==> src/design/pmc_pkg.sv <==
// package for the ps/2 mouse packet cursor block
// holds widths, reset values, packet type, config indexes and the clamp limit function
// no dependencies
package pmc_pkg;

  // coordinate and config widths
  localparam int COORD_BITS = 13;
  localparam int CFG_BITS   = 14;
  localparam int COORD_MAX  = (1 << COORD_BITS) - 1;

  // reset values
  localparam logic [COORD_BITS-1:0] POS_RESET     = COORD_BITS'(100);
  localparam logic [CFG_BITS-1:0]   WIDTH_RESET   = CFG_BITS'(1024);
  localparam logic [CFG_BITS-1:0]   HEIGHT_RESET  = CFG_BITS'(768);

  // header bits
  localparam int SYNC_BIT  = 3;
  localparam int LEFT_BIT  = 0;
  localparam int RIGHT_BIT = 1;

  // queue between packet assembly and cursor update
  localparam int QDEPTH    = 2;
  localparam int QPTR_BITS = $clog2(QDEPTH);

  // config register indexes
  typedef enum logic {
    CFG_SCREEN_WIDTH  = 1'b0,
    CFG_SCREEN_HEIGHT = 1'b1
  } pmc_cfg_e;

  // byte position inside a packet
  typedef enum logic [1:0] {
    POS_HEADER = 2'd0,
    POS_DX     = 2'd1,
    POS_DY     = 2'd2
  } pmc_pos_e;

  // one assembled packet
  typedef struct packed {
    logic       left;
    logic       right;
    logic [7:0] dx;
    logic [7:0] dy;
  } pmc_pkt_t;

  // push request from the front
  typedef struct packed {
    logic     valid;
    pmc_pkt_t pkt;
  } pmc_push_t;

  // upper clamp for a resolution: zero counts as one, capped at the coordinate range
  function automatic logic [COORD_BITS-1:0] pmc_top(input logic [CFG_BITS-1:0] res);
    int unsigned r1;
    logic [COORD_BITS-1:0] top;
    r1 = 0;
    if (res != '0) begin
      r1 = int'(res) - 1;
    end
    if (r1 > COORD_MAX) begin
      top = COORD_BITS'(COORD_MAX);
    end else begin
      top = r1[COORD_BITS-1:0];
    end
    return top;
  endfunction

endpackage

==> src/design/pmc_front.sv <==
// front part: accepts bytes, filters non-mouse data, tracks packet sync
// pushes each completed packet into the queue; depends on pmc_pkg
module pmc_front import pmc_pkg::*; (
  input  logic       clk_i,
  input  logic       rst_ni,
  input  logic       in_valid_i,
  output logic       in_stall_o,
  input  logic [7:0] rx_byte_i,
  input  logic       from_aux_i,
  input  logic       q_full_i,
  output pmc_push_t  push_o
);

  pmc_pos_e   pos_q, pos_d;
  logic [7:0] header_q, header_d;
  logic [7:0] dx_q, dx_d;
  logic       take;

  // a beat is taken whenever the queue has room
  assign in_stall_o = q_full_i;
  assign take       = in_valid_i && !q_full_i && from_aux_i;

  // next position in the packet
  always_comb begin
    pos_d = pos_q;
    if (take) begin
      unique case (pos_q)
        POS_HEADER: begin
          if (rx_byte_i[SYNC_BIT]) begin
            pos_d = POS_DX;
          end
        end
        POS_DX:  pos_d = POS_DY;
        default: pos_d = POS_HEADER;
      endcase
    end
  end

  // byte capture and packet push
  always_comb begin
    header_d       = header_q;
    dx_d           = dx_q;
    push_o         = '0;
    push_o.pkt.left  = header_q[LEFT_BIT];
    push_o.pkt.right = header_q[RIGHT_BIT];
    push_o.pkt.dx    = dx_q;
    push_o.pkt.dy    = rx_byte_i;
    if (take) begin
      unique case (pos_q)
        POS_HEADER: begin
          if (rx_byte_i[SYNC_BIT]) begin
            header_d = rx_byte_i;
          end
        end
        POS_DX:  dx_d = rx_byte_i;
        default: push_o.valid = 1'b1;
      endcase
    end
  end

  always_ff @(posedge clk_i or negedge rst_ni) begin
    if (!rst_ni) begin
      pos_q    <= POS_HEADER;
      header_q <= '0;
      dx_q     <= '0;
    end else begin
      pos_q    <= pos_d;
      header_q <= header_d;
      dx_q     <= dx_d;
    end
  end

  // a packet leaves only on its third byte
  assert property (@(posedge clk_i) disable iff (!rst_ni)
    push_o.valid |-> (pos_q != POS_HEADER && pos_q != POS_DX))
    else $error("packet pushed before its third byte");

  // a non-mouse byte never moves the packet position
  assert property (@(posedge clk_i) disable iff (!rst_ni)
    (in_valid_i && !from_aux_i) |=> (pos_q == $past(pos_q)))
    else $error("non-mouse byte changed packet position");

endmodule

==> src/design/pmc_queue.sv <==
// short packet queue between the front and the back
// register storage with read and write pointers; depends on pmc_pkg
module pmc_queue import pmc_pkg::*; (
  input  logic      clk_i,
  input  logic      rst_ni,
  input  pmc_push_t push_i,
  output logic      full_o,
  output logic      valid_o,
  output pmc_pkt_t  pkt_o,
  input  logic      pop_i
);

  pmc_pkt_t               mem_q [QDEPTH];
  logic [QPTR_BITS-1:0]   wr_ptr_q, rd_ptr_q;
  logic [QPTR_BITS:0]     count_q;
  logic                   do_push, do_pop;

  assign full_o  = (count_q == (QPTR_BITS+1)'(QDEPTH));
  assign valid_o = (count_q != '0);
  assign pkt_o   = mem_q[rd_ptr_q];
  assign do_push = push_i.valid && !full_o;
  assign do_pop  = pop_i && valid_o;

  // storage
  always_ff @(posedge clk_i) begin
    if (do_push) begin
      mem_q[wr_ptr_q] <= push_i.pkt;
    end
  end

  // pointers and fill count
  always_ff @(posedge clk_i or negedge rst_ni) begin
    if (!rst_ni) begin
      wr_ptr_q <= '0;
      rd_ptr_q <= '0;
      count_q  <= '0;
    end else begin
      if (do_push) begin
        wr_ptr_q <= (wr_ptr_q == QPTR_BITS'(QDEPTH-1)) ? '0 : wr_ptr_q + 1'b1;
      end
      if (do_pop) begin
        rd_ptr_q <= (rd_ptr_q == QPTR_BITS'(QDEPTH-1)) ? '0 : rd_ptr_q + 1'b1;
      end
      if (do_push && !do_pop) begin
        count_q <= count_q + 1'b1;
      end else if (do_pop && !do_push) begin
        count_q <= count_q - 1'b1;
      end
    end
  end

  // fill count stays within the depth
  assert property (@(posedge clk_i) disable iff (!rst_ni)
    count_q <= (QPTR_BITS+1)'(QDEPTH))
    else $error("queue overfilled");

  // the front never pushes into a full queue
  assert property (@(posedge clk_i) disable iff (!rst_ni)
    push_i.valid |-> !full_o)
    else $error("push into full queue");

endmodule

==> src/design/pmc_back.sv <==
// back part: applies packet deltas to the cursor, clamps, holds the result register
// depends on pmc_pkg
module pmc_back import pmc_pkg::*; (
  input  logic                  clk_i,
  input  logic                  rst_ni,
  input  logic                  pkt_valid_i,
  input  pmc_pkt_t              pkt_i,
  output logic                  pop_o,
  input  logic [CFG_BITS-1:0]   screen_width_i,
  input  logic [CFG_BITS-1:0]   screen_height_i,
  output logic                  out_valid_o,
  input  logic                  out_stall_i,
  output logic [COORD_BITS-1:0] cursor_x_o,
  output logic [COORD_BITS-1:0] cursor_y_o,
  output logic                  left_button_o,
  output logic                  right_button_o
);

  localparam int SUM_BITS = COORD_BITS + 2;

  logic [COORD_BITS-1:0]      pos_x_q, pos_x_d, pos_y_q, pos_y_d;
  logic                       out_valid_q;
  logic                       left_q, right_q;
  logic signed [SUM_BITS-1:0] nx, ny;
  logic [COORD_BITS-1:0]      top_x, top_y;

  assign pop_o = pkt_valid_i && (!out_valid_q || !out_stall_i);

  // signed delta add; y is subtracted since screen rows grow downward
  assign nx = $signed({2'b00, pos_x_q}) + SUM_BITS'($signed(pkt_i.dx));
  assign ny = $signed({2'b00, pos_y_q}) - SUM_BITS'($signed(pkt_i.dy));
  assign top_x = pmc_top(screen_width_i);
  assign top_y = pmc_top(screen_height_i);

  // clamp to 0 .. top
  always_comb begin
    if (nx < 0) begin
      pos_x_d = '0;
    end else if ($unsigned(nx) > {2'b00, top_x}) begin
      pos_x_d = top_x;
    end else begin
      pos_x_d = nx[COORD_BITS-1:0];
    end
    if (ny < 0) begin
      pos_y_d = '0;
    end else if ($unsigned(ny) > {2'b00, top_y}) begin
      pos_y_d = top_y;
    end else begin
      pos_y_d = ny[COORD_BITS-1:0];
    end
  end

  // cursor state and output valid
  always_ff @(posedge clk_i or negedge rst_ni) begin
    if (!rst_ni) begin
      pos_x_q     <= POS_RESET;
      pos_y_q     <= POS_RESET;
      out_valid_q <= 1'b0;
    end else begin
      if (pop_o) begin
        pos_x_q     <= pos_x_d;
        pos_y_q     <= pos_y_d;
        out_valid_q <= 1'b1;
      end else if (!out_stall_i) begin
        out_valid_q <= 1'b0;
      end
    end
  end

  // button payload
  always_ff @(posedge clk_i) begin
    if (pop_o) begin
      left_q  <= pkt_i.left;
      right_q <= pkt_i.right;
    end
  end

  assign out_valid_o    = out_valid_q;
  assign cursor_x_o     = pos_x_q;
  assign cursor_y_o     = pos_y_q;
  assign left_button_o  = left_q;
  assign right_button_o = right_q;

  // a new result only follows a packet taken from the queue
  assert property (@(posedge clk_i) disable iff (!rst_ni)
    $rose(out_valid_q) |-> $past(pop_o))
    else $error("result without packet");

  // never pop while a stalled result is still held
  assert property (@(posedge clk_i) disable iff (!rst_ni)
    (out_valid_q && out_stall_i) |-> !pop_o)
    else $error("result overwritten while stalled");

endmodule

==> src/design/ps2_mouse_packet_cursor.sv <==
// ps/2 mouse packet cursor: one byte beat per cycle in, one result beat per full packet.
// bytes stall while the queue is full. A completed packet goes into the queue, then into
// the result register. throughput: one byte per cycle unless the queue is full; the 2-entry
// packet queue and the result register let the byte side run while a result waits on a stall.
// reset: packet sync lost, cursor at (100,100), resolution 1024 x 768, queue empty.
// depends on pmc_pkg, pmc_front, pmc_queue, pmc_back
module ps2_mouse_packet_cursor import pmc_pkg::*; (
  input  logic                  clk_i,
  input  logic                  rst_ni,
  input  logic                  in_valid_i,
  output logic                  in_stall_o,
  input  logic [7:0]            rx_byte_i,
  input  logic                  from_aux_i,
  output logic                  out_valid_o,
  input  logic                  out_stall_i,
  output logic [COORD_BITS-1:0] cursor_x_o,
  output logic [COORD_BITS-1:0] cursor_y_o,
  output logic                  left_button_o,
  output logic                  right_button_o,
  input  logic                  cfg_we_i,
  input  pmc_cfg_e              cfg_index_i,
  input  logic [CFG_BITS-1:0]   cfg_data_i
);

  logic [CFG_BITS-1:0] screen_width_q, screen_height_q;
  pmc_push_t           push;
  logic                q_full, q_valid, pop;
  pmc_pkt_t            q_pkt;

  // configuration registers
  always_ff @(posedge clk_i or negedge rst_ni) begin
    if (!rst_ni) begin
      screen_width_q  <= WIDTH_RESET;
      screen_height_q <= HEIGHT_RESET;
    end else if (cfg_we_i) begin
      unique case (cfg_index_i)
        CFG_SCREEN_WIDTH:  screen_width_q  <= cfg_data_i;
        CFG_SCREEN_HEIGHT: screen_height_q <= cfg_data_i;
        default: ;
      endcase
    end
  end

  pmc_front u_front (
    .clk_i      (clk_i),
    .rst_ni     (rst_ni),
    .in_valid_i (in_valid_i),
    .in_stall_o (in_stall_o),
    .rx_byte_i  (rx_byte_i),
    .from_aux_i (from_aux_i),
    .q_full_i   (q_full),
    .push_o     (push)
  );

  pmc_queue u_queue (
    .clk_i   (clk_i),
    .rst_ni  (rst_ni),
    .push_i  (push),
    .full_o  (q_full),
    .valid_o (q_valid),
    .pkt_o   (q_pkt),
    .pop_i   (pop)
  );

  pmc_back u_back (
    .clk_i           (clk_i),
    .rst_ni          (rst_ni),
    .pkt_valid_i     (q_valid),
    .pkt_i           (q_pkt),
    .pop_o           (pop),
    .screen_width_i  (screen_width_q),
    .screen_height_i (screen_height_q),
    .out_valid_o     (out_valid_o),
    .out_stall_i     (out_stall_i),
    .cursor_x_o      (cursor_x_o),
    .cursor_y_o      (cursor_y_o),
    .left_button_o   (left_button_o),
    .right_button_o  (right_button_o)
  );

endmodule

==> config.mk <==
export PLATFORM = sky130hd
export DESIGN_NAME = ps2_mouse_packet_cursor
export DESIGN_NICKNAME = d
export VERILOG_FILES = /design/src/design/pmc_pkg.sv /design/src/design/pmc_front.sv /design/src/design/pmc_queue.sv /design/src/design/pmc_back.sv /design/src/design/ps2_mouse_packet_cursor.sv
export SDC_FILE = /design/constraint.sdc
export NUM_CORES = 1
export LEC_CHECK = 0
export BUFFER_PORTS_ARGS = -buffer_cell sky130_fd_sc_hd__buf_2
export CAP_MARGIN = 10
export CORE_MARGIN = 2
export CORE_UTILIZATION = 46
export CTS_BUF_LIST = sky130_fd_sc_hd__clkbuf_4
export DETAILED_ROUTE_END_ITERATION = 6
export PLACE_DENSITY = 0.68
export SLEW_MARGIN = 20
export SYNTH_ARGS = -nofsm -noshare
export SYNTH_HDL_FRONTEND = slang
export SYNTH_SLANG_ARGS = --single-unit
==> constraint.sdc <==
create_clock -name clk_i -period 4.5 [get_ports clk_i]
set_input_delay 0.225 -clock clk_i [delete_from_list [all_inputs] [get_ports clk_i]]
set_output_delay 0.225 -clock clk_i [all_outputs]
set_load 0.02 [all_outputs]
## After elaboration in Yosys (flattened, before gate mapping)

Memory sizes are Yosys's and may differ from the RTL's.
Cells that the tools add are included.

| word-level totals | value |
|---|---|
| flip-flop bits (word level) | 73 |
| memory bits (writable) | 36 |
| input port bits | 29 |
| output and inout bits | 30 |
| logic and storage cells | 77 |
| memories kept | 1 |

Memory list:

| memory | depth | bits a word | rd ports | clocked after Yosys merged registers in | write ports | RTL line | RTL |
|---|---|---|---|---|---|---|---|
| u_queue.mem_q | 2 | 18 | 1 | 0 | 1 | pmc_queue.sv:13 | `pmc_pkt_t mem_q [QDEPTH];` |

| operators by class | value |
|---|---|
| add/subtract/negate cells | 8 |
| magnitude comparators | 6 |
| equal/unequal tests | 4 |
| mux-type cells | 20 |
| bitwise logic cells | 1 |
| reduce and logical (&&, ||, !) cells | 24 |

Operators with widths:

| cell | number |
|---|---|
| $mux 13 | 6 |
| $gt 32x13->1 const B | 2 |
| $mux 32 | 2 |
| $gt 15x13->1 | 2 |
| $lt 15x1->1 const B | 2 |
| $sub 14x1->15 const B | 2 |
| $reduce_bool 14->1 | 2 |
| $add 14x8->15 | 1 |
| $sub 14x8->15 | 1 |
| $mux 1 | 8 |
| $reduce_and 2->1 | 4 |
| $logic_and 1x1->1 | 7 |
| $mux 2 | 3 |
| $logic_not 1->1 | 5 |
| $pmux 2 s2 | 1 |
| $reduce_bool 2->1 | 2 |
| $reduce_and 3->1 | 1 |
| $add 1x1->1 const B | 2 |
| $add 2x1->2 const B | 1 |
| $eq 2x1->1 const B | 1 |
| $eq 2x2->1 const B | 1 |
| $logic_not 2->1 | 1 |
| $ne 2x1->1 const B | 1 |
| $ne 2x2->1 const B | 1 |
| 4 further kinds | 4 |

## Logic depth before layout (Yosys ltp)

Gate-level depths: netlist (run 1).

| logic depth | value |
|---|---|
| word-level depth | 10 |
| gate-level depth with buffers | 21 |
| gate-level depth less buffers | 18 |

## Cells and area by module

A second synthesis (run 1) with hierarchy kept.

| second synthesis, totals | value |
|---|---|
| cell total of the unflattened synthesis | 658 |
| area total of the unflattened synthesis | 7168.1 sq um |

Modules (own cells, without submodules):

| module | times used | cells an instance | area an instance (sq um) | seq. area each (sq um) |
|---|---|---|---|---|
| pmc_back | 1 | 483 | 3981.3 | 743.2 |
| pmc_queue | 1 | 75 | 1549.0 | 1181.1 |
| ps2_mouse_packet_cursor | 1 | 61 | 1079.8 | 704.4 |
| pmc_front | 1 | 39 | 558.0 | 300.3 |

## Worst setup path before layout (run 1)

OpenSTA, ideal clock, no wires.

| timing path | value |
|---|---|
| kind | register to register |
| from | register u_queue.rd_ptr_q |
| to | register u_back.pos_y_q[3] (netlist: u_back.cursor_y_o[3]) |
| setup time | 116 ps |
| arrival | 4521 ps |
| data required time | 4384 ps |
| path slack | -137 ps |
| cell stages (with the launch flop) | 21 |
| path buffers | 3 |
| period minus slack after synthesis | 4637 ps |
| path through | dfrtp_1 clkbuf_1 clkbuf_1 mux2_2 ha_1 inv_1 fa_1 a211oi_1 o21ai_0 nor2b_1 o21a_1 a311o_1 xor2_1 ha_1 nand2_1 nor2_1 a211oi_1 a211o_1 and2_1 buf_4 o311ai_0 |

| between the ends | value |
|---|---|
| longest elaborated chain between the ends | 5 |
| elaborated cells on any way between the ends | 6 |
| classes of those cells | 1 x add/sub; 2 x order compare; 2 x mux; 1 x memory |

Ends and longest elaborated chain:

| what | RTL line | RTL |
|---|---|---|
| start, declared | pmc_queue.sv:14 | `logic [QPTR_BITS-1:0] wr_ptr_q, rd_ptr_q;` |
| start signal, assigned | pmc_queue.sv:42 | `rd_ptr_q <= (rd_ptr_q == QPTR_BITS'(QDEPTH-1)) ? '0 : rd_ptr_q + 1'b1;` |
| $mem_v2 2x18 (*) | - |  |
| $sub 14x8->15 (*) | pmc_back.sv:31 | `assign ny = $signed({2'b00, pos_y_q}) - SUM_BITS'($signed(pkt_i.dy));` |
| $gt 15x13->1 | pmc_back.sv:46 | `end else if ($unsigned(ny) > {2'b00, top_y}) begin` |
| $mux 13 | pmc_back.sv:46 |  |
| $mux 13 (*) | pmc_back.sv:44 | `if (ny < 0) begin` |
| end signal, assigned | pmc_back.sv:62 | `pos_y_q <= pos_y_d;` |
| end, declared | pmc_back.sv:21 | `logic [COORD_BITS-1:0] pos_x_q, pos_x_d, pos_y_q, pos_y_d;` |

Mark *: on every way between the ends. The rest lies on a longest branch, timed or not.
A chain may end at the register's enable or synchronous reset.

## Worst setup path after layout (run 1)

| timing path | value |
|---|---|
| from | register u_queue.rd_ptr_q |
| to | register u_back.pos_y_q[2] (netlist: u_back.cursor_y_o[2]) |

Same word-level chain as after synthesis.

==> results of run 1 <==
[layer usage]
metal / vias up / share of wire, % / global-route usage, %
met5: - / 0 / 0
met4: 0 / 2.9 / 8.403
met3: 31 / 5.6 / 4.630
met2: 173 / 48 / 34.63
met1: 2665 / 44 / 27.25
li1: 2582 / - / -
[stage by stage]
stage                     std cells  hold WS [ns]  area [sq um]  worst slack (ns)
after global placement          871        0.2723          7368            0.2439
final                           915       0.09822          7789            0.2446
after detailed placement        871        0.2781          7371           0.01574
after CTS                       911       0.06559          7751          0.004311
after floorplan                 644      -0.07059          6879           0.04181
after global routing            915       0.07727          7789          0.001974
[worst max-delay path, cell delays in order, from the launching register on]
cell,delay [ns]
dfrtp_2,0.49
mux2_2,0.25
ha_1,0.15
inv_1,0.05
fa_1,0.42
a211oi_1,0.28
o21ai_0,0.18
nor2b_1,0.18
o21a_1,0.20
a311o_1,0.36
xor2_1,0.16
ha_1,0.29
nand2_1,0.06
nor2_1,0.16
a211oi_1,0.10
a211o_1,0.24
and2_2,0.29
o311ai_0,0.32
[flip-flops by register name, indices dropped and copies added, names as in the netlist]
name,flops
u_back.cursor_x_o,13
u_back.cursor_y_o,13
u_front.pos_q,2
u_queue.mem_q,36
u_back.out_valid_o,1
screen_width_q,14
u_front.dx_q,8
u_queue.count_q,2
screen_height_q,14
u_back.right_button_o,1
u_queue.wr_ptr_q,1
u_front.header_q,2
u_queue.rd_ptr_q,1
u_back.left_button_o,1
[Yosys cell counts (4+ instances only)]
cell and number:
nor2b_1 6, o311ai_0 12, a21o_1 15, or3_1 4, edfxtp_1 38, and2_1 4, nand3_1 9, a31oi_1 5
nor3_1 13, nor2_1 38, clkbuf_1 16, o31ai_1 4, nand2_1 52, xor2_1 17, dfstp_2 9, mux2i_1 9
buf_2 6, mux2_2 47, a21oi_1 33, nand4_1 34, o21a_1 5, dfrtp_1 62, ha_1 59, nand2b_1 4
o21bai_1 4, o21ai_0 34, a211oi_1 7, o311ai_2 10, xnor2_1 24, inv_1 18
[what timing repair did]
item                                   in CTS  in global routing
setup endpoints to repair                   0                 26
endpoints found under the hold margin      71                  0
setup buffers                               0                  3
gates resized for setup                     0                 11
hold buffers                               24                  0
[area by class of cell]
| class | count | area (sq um) | share of cell area [%] |
|---|---|---|---|
| Antenna cell | 1 | 2.502 | 0.03213 |
| Clock buffer | 9 | 67.56 | 0.8675 |
| Clock inverter | 7 | 72.57 | 0.9317 |
| Inverter | 18 | 67.56 | 0.8675 |
| Multi-Input combinational cell | 489 | 3767 | 48.37 |
| Sequential cell | 109 | 2930 | 37.62 |
| Tap cell | 184 | 230.2 | 2.956 |
| Timing Repair Buffer | 98 | 650.6 | 8.353 |
[report_power, final]
group	switching [uW]	internal (uW)
Combinational	2010	1380
Clock	333	171
Sequential	240	1320
Total	2590	2870
[path summary, 6_finish.rpt]
check                                        startpoint  slack [ns]                               end  cells past startpoint
min in group asynchronous                        rst_ni        0.27    screen_height_q[4]$_DFFE_PN0P_                      2
min reg2reg                 u_front.dx_q[3]$_DFFE_PN0P_        0.50    u_queue.mem_q[1][11]$_DFFE_PP_                      0
max reg2reg                u_queue.rd_ptr_q$_DFFE_PN0P_        0.24  u_back.cursor_y_o[2]$_DFFE_PN1P_                     17
max                        u_queue.rd_ptr_q$_DFFE_PN0P_        0.24  u_back.cursor_y_o[2]$_DFFE_PN1P_                     17
min                                          in_valid_i         0.1      u_front.pos_q[1]$_DFFE_PN0P_                      3
max in group asynchronous                        rst_ni        3.20      u_queue.rd_ptr_q$_DFFE_PN0P_                      3
[cell families (layout without fill, tap and decap cells)]
group | Yosys count | after routing
adders and majority gates | 61 | 61
other | 0 | 1
muxes | 56 | 56
buffers and inverters | 46 | 132
xor gates and xnor gates | 41 | 41
DFF | 109 | 109
AOI/OAI and AO/OA | 153 | 153
and+or+nand+nor | 178 | 178
==> impl_metrics.env, run 1 <==
export IMPL_status="finished clean"
export IMPL_fmax_ghz=0.2350
export IMPL_clock_latency_ns=0.51
export IMPL_rsz0062_at_grt="no"
export IMPL_grt_pass1_vias=5469
export IMPL_drive_gt1_share_pct=23.56
export IMPL_synth_area_sq_um=6878
export IMPL_power_uw=5456
export IMPL_synth_ff_type="dfrtp_1"
export IMPL_synth_xor_area_share_pct=5.221
export IMPL_synth_top_family_by_area="compound AO/OA/AOI/OAI gates"
export IMPL_avgSynthCellArea_sq_um=10.68
export IMPL_initial_core_util_pct=47.14
export IMPL_cts_sinks=109
export IMPL_drt_total_wl_um=16450
export IMPL_synthesis_instances=644
export IMPL_synthToLayoutAreaGrowth_pct=13.24
export IMPL_root_buffer="clkbuf_4"
export IMPL_yosysTopAreaCell="dfrtp_1"
export IMPL_antenna_left=0
export IMPL_fp_dieH_um=126.3
export IMPL_synth_cell_types=60
export IMPL_synth_top_area_share_pct=22.56
export IMPL_grt_overflow=0
export IMPL_io_buffers=58
export IMPL_ys_ff_latch=109
export IMPL_path_clk_slew_ns=0.18
export IMPL_dieArea_sq_um=15950
export IMPL_finalHoldViolations=0
export IMPL_drc=0
export IMPL_synthAdderAreaFrac_pct=11.32
export IMPL_yosys_area_share_simple_pct=12.83
export IMPL_numCtsBuffers=9
export IMPL_clock_skew_ns=0.03368
export IMPL_ir_worst_vdd_v=0.0002409
export IMPL_max_slew_worst_pin_slew_ns=0.8809
export IMPL_first_pass_iters=5
export IMPL_path_class="flop to flop"
export IMPL_synth_edf_count=38
export IMPL_powerDensity_nw_per_um2=700.5
export IMPL_die_x_um=126.3
export IMPL_antenna_found_initial=1
export IMPL_final_setup_tns_ns=0
export IMPL_cts_tree="built"
export IMPL_grt_first_pass_wirelength_um=26950
export IMPL_std_cell_rows=44
export IMPL_synthMuxAreaShare_pct=9.005
export IMPL_ys_seq_area_share_pct=42.59
export IMPL_synth_area_leaders="dfrtp_1 (23%), edfxtp_1 (17%), ha_1 (11%)"
export IMPL_htreeDepth=3
export IMPL_core_sq_um=14590
export IMPL_async_reset_ff_share_pct=65.14
export IMPL_synth_nets=734
export IMPL_finalSetupViolations=0
export IMPL_finalCritPeriodShare_pct=94.56
export IMPL_yosys_warnings=0
export IMPL_start_kind="flop"
export IMPL_relSlewSlack_pct=41.27
export IMPL_cp_required_ns=4.91
export IMPL_slew_violations=0
export IMPL_cap_violations=0
export IMPL_layout_common_cells="dfrtp_1 (61), ha_1 (58), buf_2 (58)"
export IMPL_p_leak_uw=0.003345
export IMPL_fin_util_pct=53.39
export IMPL_fill_cells=1279
export IMPL_clock_path_buffers=2
export IMPL_vias_per_cell=5.957
export IMPL_cp_max_fo=12
export IMPL_end_kind="flop"
export IMPL_gp_congestion=0.9081
export IMPL_track_usage_pct=21.10
export IMPL_final_nets=815
export IMPL_vias=5451
export IMPL_dp_hpwl_um=12450
export IMPL_grt_max_degree=44
export IMPL_final_common_cell="dfrtp_1"
export IMPL_wl_per_cell_um=17.97
export IMPL_hp_class="primary input to flop"
export IMPL_fin_crit_ns=4.255
export IMPL_synth_compound_area_share_pct=16.15
export IMPL_ioPinCount=59
export IMPL_critical_path_arrival_ns=4.67
export IMPL_detail_route_iter0_violations=408
(Power assumes the default switching activity.)
==> run 2, diff against run 1 <==
PLACE_DENSITY = 0.75   (was 0.68)
==> impl_metrics.env, run 2 (same netlist as run 1, synthesis figures left out) <==
export IMPL_grt_pass1_vias=5324
export IMPL_fill_cells=1227
export IMPL_finalSetupViolations=0
export IMPL_path_class="flop to flop"
export IMPL_cap_violations=0
export IMPL_critical_path_arrival_ns=4.63
export IMPL_cp_top_family="compound AO/OA/AOI/OAI gates"
export IMPL_drc=0
export IMPL_dieArea_sq_um=15950
export IMPL_drive_gt1_share_pct=23.31
export IMPL_status="finished clean"
export IMPL_path_cells="mux2_2 > ha_1 > inv_1 > fa_1 > a211oi_2 > o21ai_0 > nor2b_1 > o21a_1 > a311o_1 > xor2_1 > ha_1 > nand2_1 > nor2_1 > a211oi_1 > a211o_1 > buf_4 > a21o_1 > a32o_1"
export IMPL_fmax_ghz=0.2352
export IMPL_rsz0062_at_grt="no"
export IMPL_final_common_cell="dfrtp_1"
export IMPL_clock_latency_ns=0.47
export IMPL_final_setup_tns_ns=0
export IMPL_htreeDepth=3
export IMPL_drt_total_wl_um=16480
export IMPL_critPathMostFrequentCell="ha_1"
export IMPL_numCtsBuffers=9
export IMPL_wl_per_cell_um=18.11
export IMPL_critPathBufInv=2
export IMPL_grt_first_pass_wirelength_um=26910
export IMPL_power_uw=5377
export IMPL_die_x_um=126.3
export IMPL_path_clk_slew_ns=0.15
export IMPL_ir_worst_vdd_v=0.0002803
export IMPL_grt_overflow=0
export IMPL_fp_dieH_um=126.3
export IMPL_max_slew_worst_pin_slew_ns=1.049
export IMPL_largest_reg_flops=36
export IMPL_end_kind="flop"
export IMPL_cp_required_ns=4.88
export IMPL_core_sq_um=14590
export IMPL_fin_crit_ns=4.251
export IMPL_first_pass_iters=5
export IMPL_whs_ns=0.1298
export IMPL_hp_class="primary input to flop"
export IMPL_vias=5472
export IMPL_antenna_found_initial=1
export IMPL_instances_no_fill=910
export IMPL_cp_max_fo=14
export IMPL_track_usage_pct=21.04
export IMPL_clock_skew_ns=0.01747
export IMPL_powerDensity_nw_per_um2=694.7
export IMPL_ioPinCount=59
export IMPL_finalHoldViolations=0
export IMPL_grt_max_degree=72
export IMPL_p_leak_uw=0.003311
export IMPL_slew_violations=0
export IMPL_placed_cells_incl_taps=869
export IMPL_cts_tree="built"
export IMPL_gp_congestion=0.9164
export IMPL_finalCritPeriodShare_pct=94.47
export IMPL_crit_slowest_cell="dfrtp_2"
export IMPL_relSlewSlack_pct=30.03
export IMPL_layout_common_cells="dfrtp_1 (61), ha_1 (58), buf_2 (58)"
export IMPL_io_buffers=58
export IMPL_detail_route_iter0_violations=455
export IMPL_vias_per_cell=6.013
export IMPL_cts_sinks=109
export IMPL_final_nets=810
export IMPL_initial_core_util_pct=47.14
export IMPL_top_register="u_queue.mem_q"
export IMPL_antenna_left=0
export IMPL_std_cell_rows=44
export IMPL_top_regs="u_queue.mem_q: 36 flops, screen_height_q: 14 flops, screen_width_q: 14 flops"
export IMPL_root_buffer="clkbuf_4"
export IMPL_max_stage_delay_ns=0.48
export IMPL_dp_hpwl_um=12280
export IMPL_clock_path_buffers=2
export IMPL_synthToLayoutAreaGrowth_pct=12.53
export IMPL_start_kind="flop"
-- run 2: changes by cell type in the layout (fill, tap and decap cells not counted), sizes merged --
cell | before | now
buf | 74 | 69
clkbuf | 9 | 11
clkinv | 1 | 3
inv | 21 | 19
bufinv | 1 | 0
clkinvlp | 2 | 1
-- run 2: worst min-delay path: cells and delay by family --
kind            cells  cell delay, ns
compound gates      1            0.13
simple gates        1            0.11
buf+inv             1            0.10
-- run 2: layout make-up --
class | instances | area (sq um) | area share (%)
sequential | 109 | 2930 | 37.86
clock inverter | 5 | 35.03 | 0.4526
multi-input combinational | 489 | 3775 | 48.77
tap | 184 | 230.2 | 2.974
clock buffer | 11 | 82.58 | 1.067
antenna | 1 | 2.502 | 0.03233
timing repair buffer | 93 | 616.8 | 7.970
inverter | 18 | 67.56 | 0.8729
-- run 2: final timing paths --
kind / startpoint / endpoint / slack (ns) / cells after the start
setup / recovery: u_queue.rd_ptr_q$_DFFE_PN0P_ / u_back.cursor_y_o[0]$_DFFE_PN0P_ / 0.25 / 18
hold / removal: in_valid_i / u_front.pos_q[0]$_DFFE_PN0P_ / 0.13 / 3
setup reg to reg: u_queue.rd_ptr_q$_DFFE_PN0P_ / u_back.cursor_y_o[0]$_DFFE_PN0P_ / 0.25 / 18
hold reg to reg: u_front.dx_q[0]$_DFFE_PN0P_ / u_queue.mem_q[1][8]$_DFFE_PP_ / 0.50 / 0
max in group asynchronous: rst_ni / u_queue.rd_ptr_q$_DFFE_PN0P_ / 3.38 / 3
min in group asynchronous: rst_ni / u_back.cursor_y_o[9]$_DFFE_PN0P_ / 0.46 / 3
-- run 2: power breakdown --
part | total, uW | internal, uW | switching (uW)
logic | 3370 | 1360 | 2010
registers | 1560 | 1320 | 236
clock network | 448 | 128 | 320
-- run 2: repair_timing --
item / CTS / global route
hold endpoints to repair: 103 / 0
resized for setup: 1 / 10
setup buffers: 0 / 0
pin swaps: 0 / 0
hold buffers: 24 / 0
setup endpoints to repair: 1 / 26
-- run 2: per-layer routing --
metal  GRT usage (%)  vias to the layer above  routed length, um
met5               0                        -                  0
met4           6.593                        0                327
met3           4.333                       30                768
met2           34.79                      161               7888
met1           27.89                     2695               7497
li1                -                     2586                  -
-- run 2: stage by stage --
stage / util [%] / worst slack [ns] / instance area (sq um)
floorplan: - / 0.04181 / 6879
global placement: 50.40 / 0.2660 / 7353
detailed placement: 50.40 / 0.03610 / 7353
CTS: 52.86 / 0.1046 / 7712
global route: 53.05 / 0.006515 / 7740
finish: 53.05 / 0.2486 / 7740
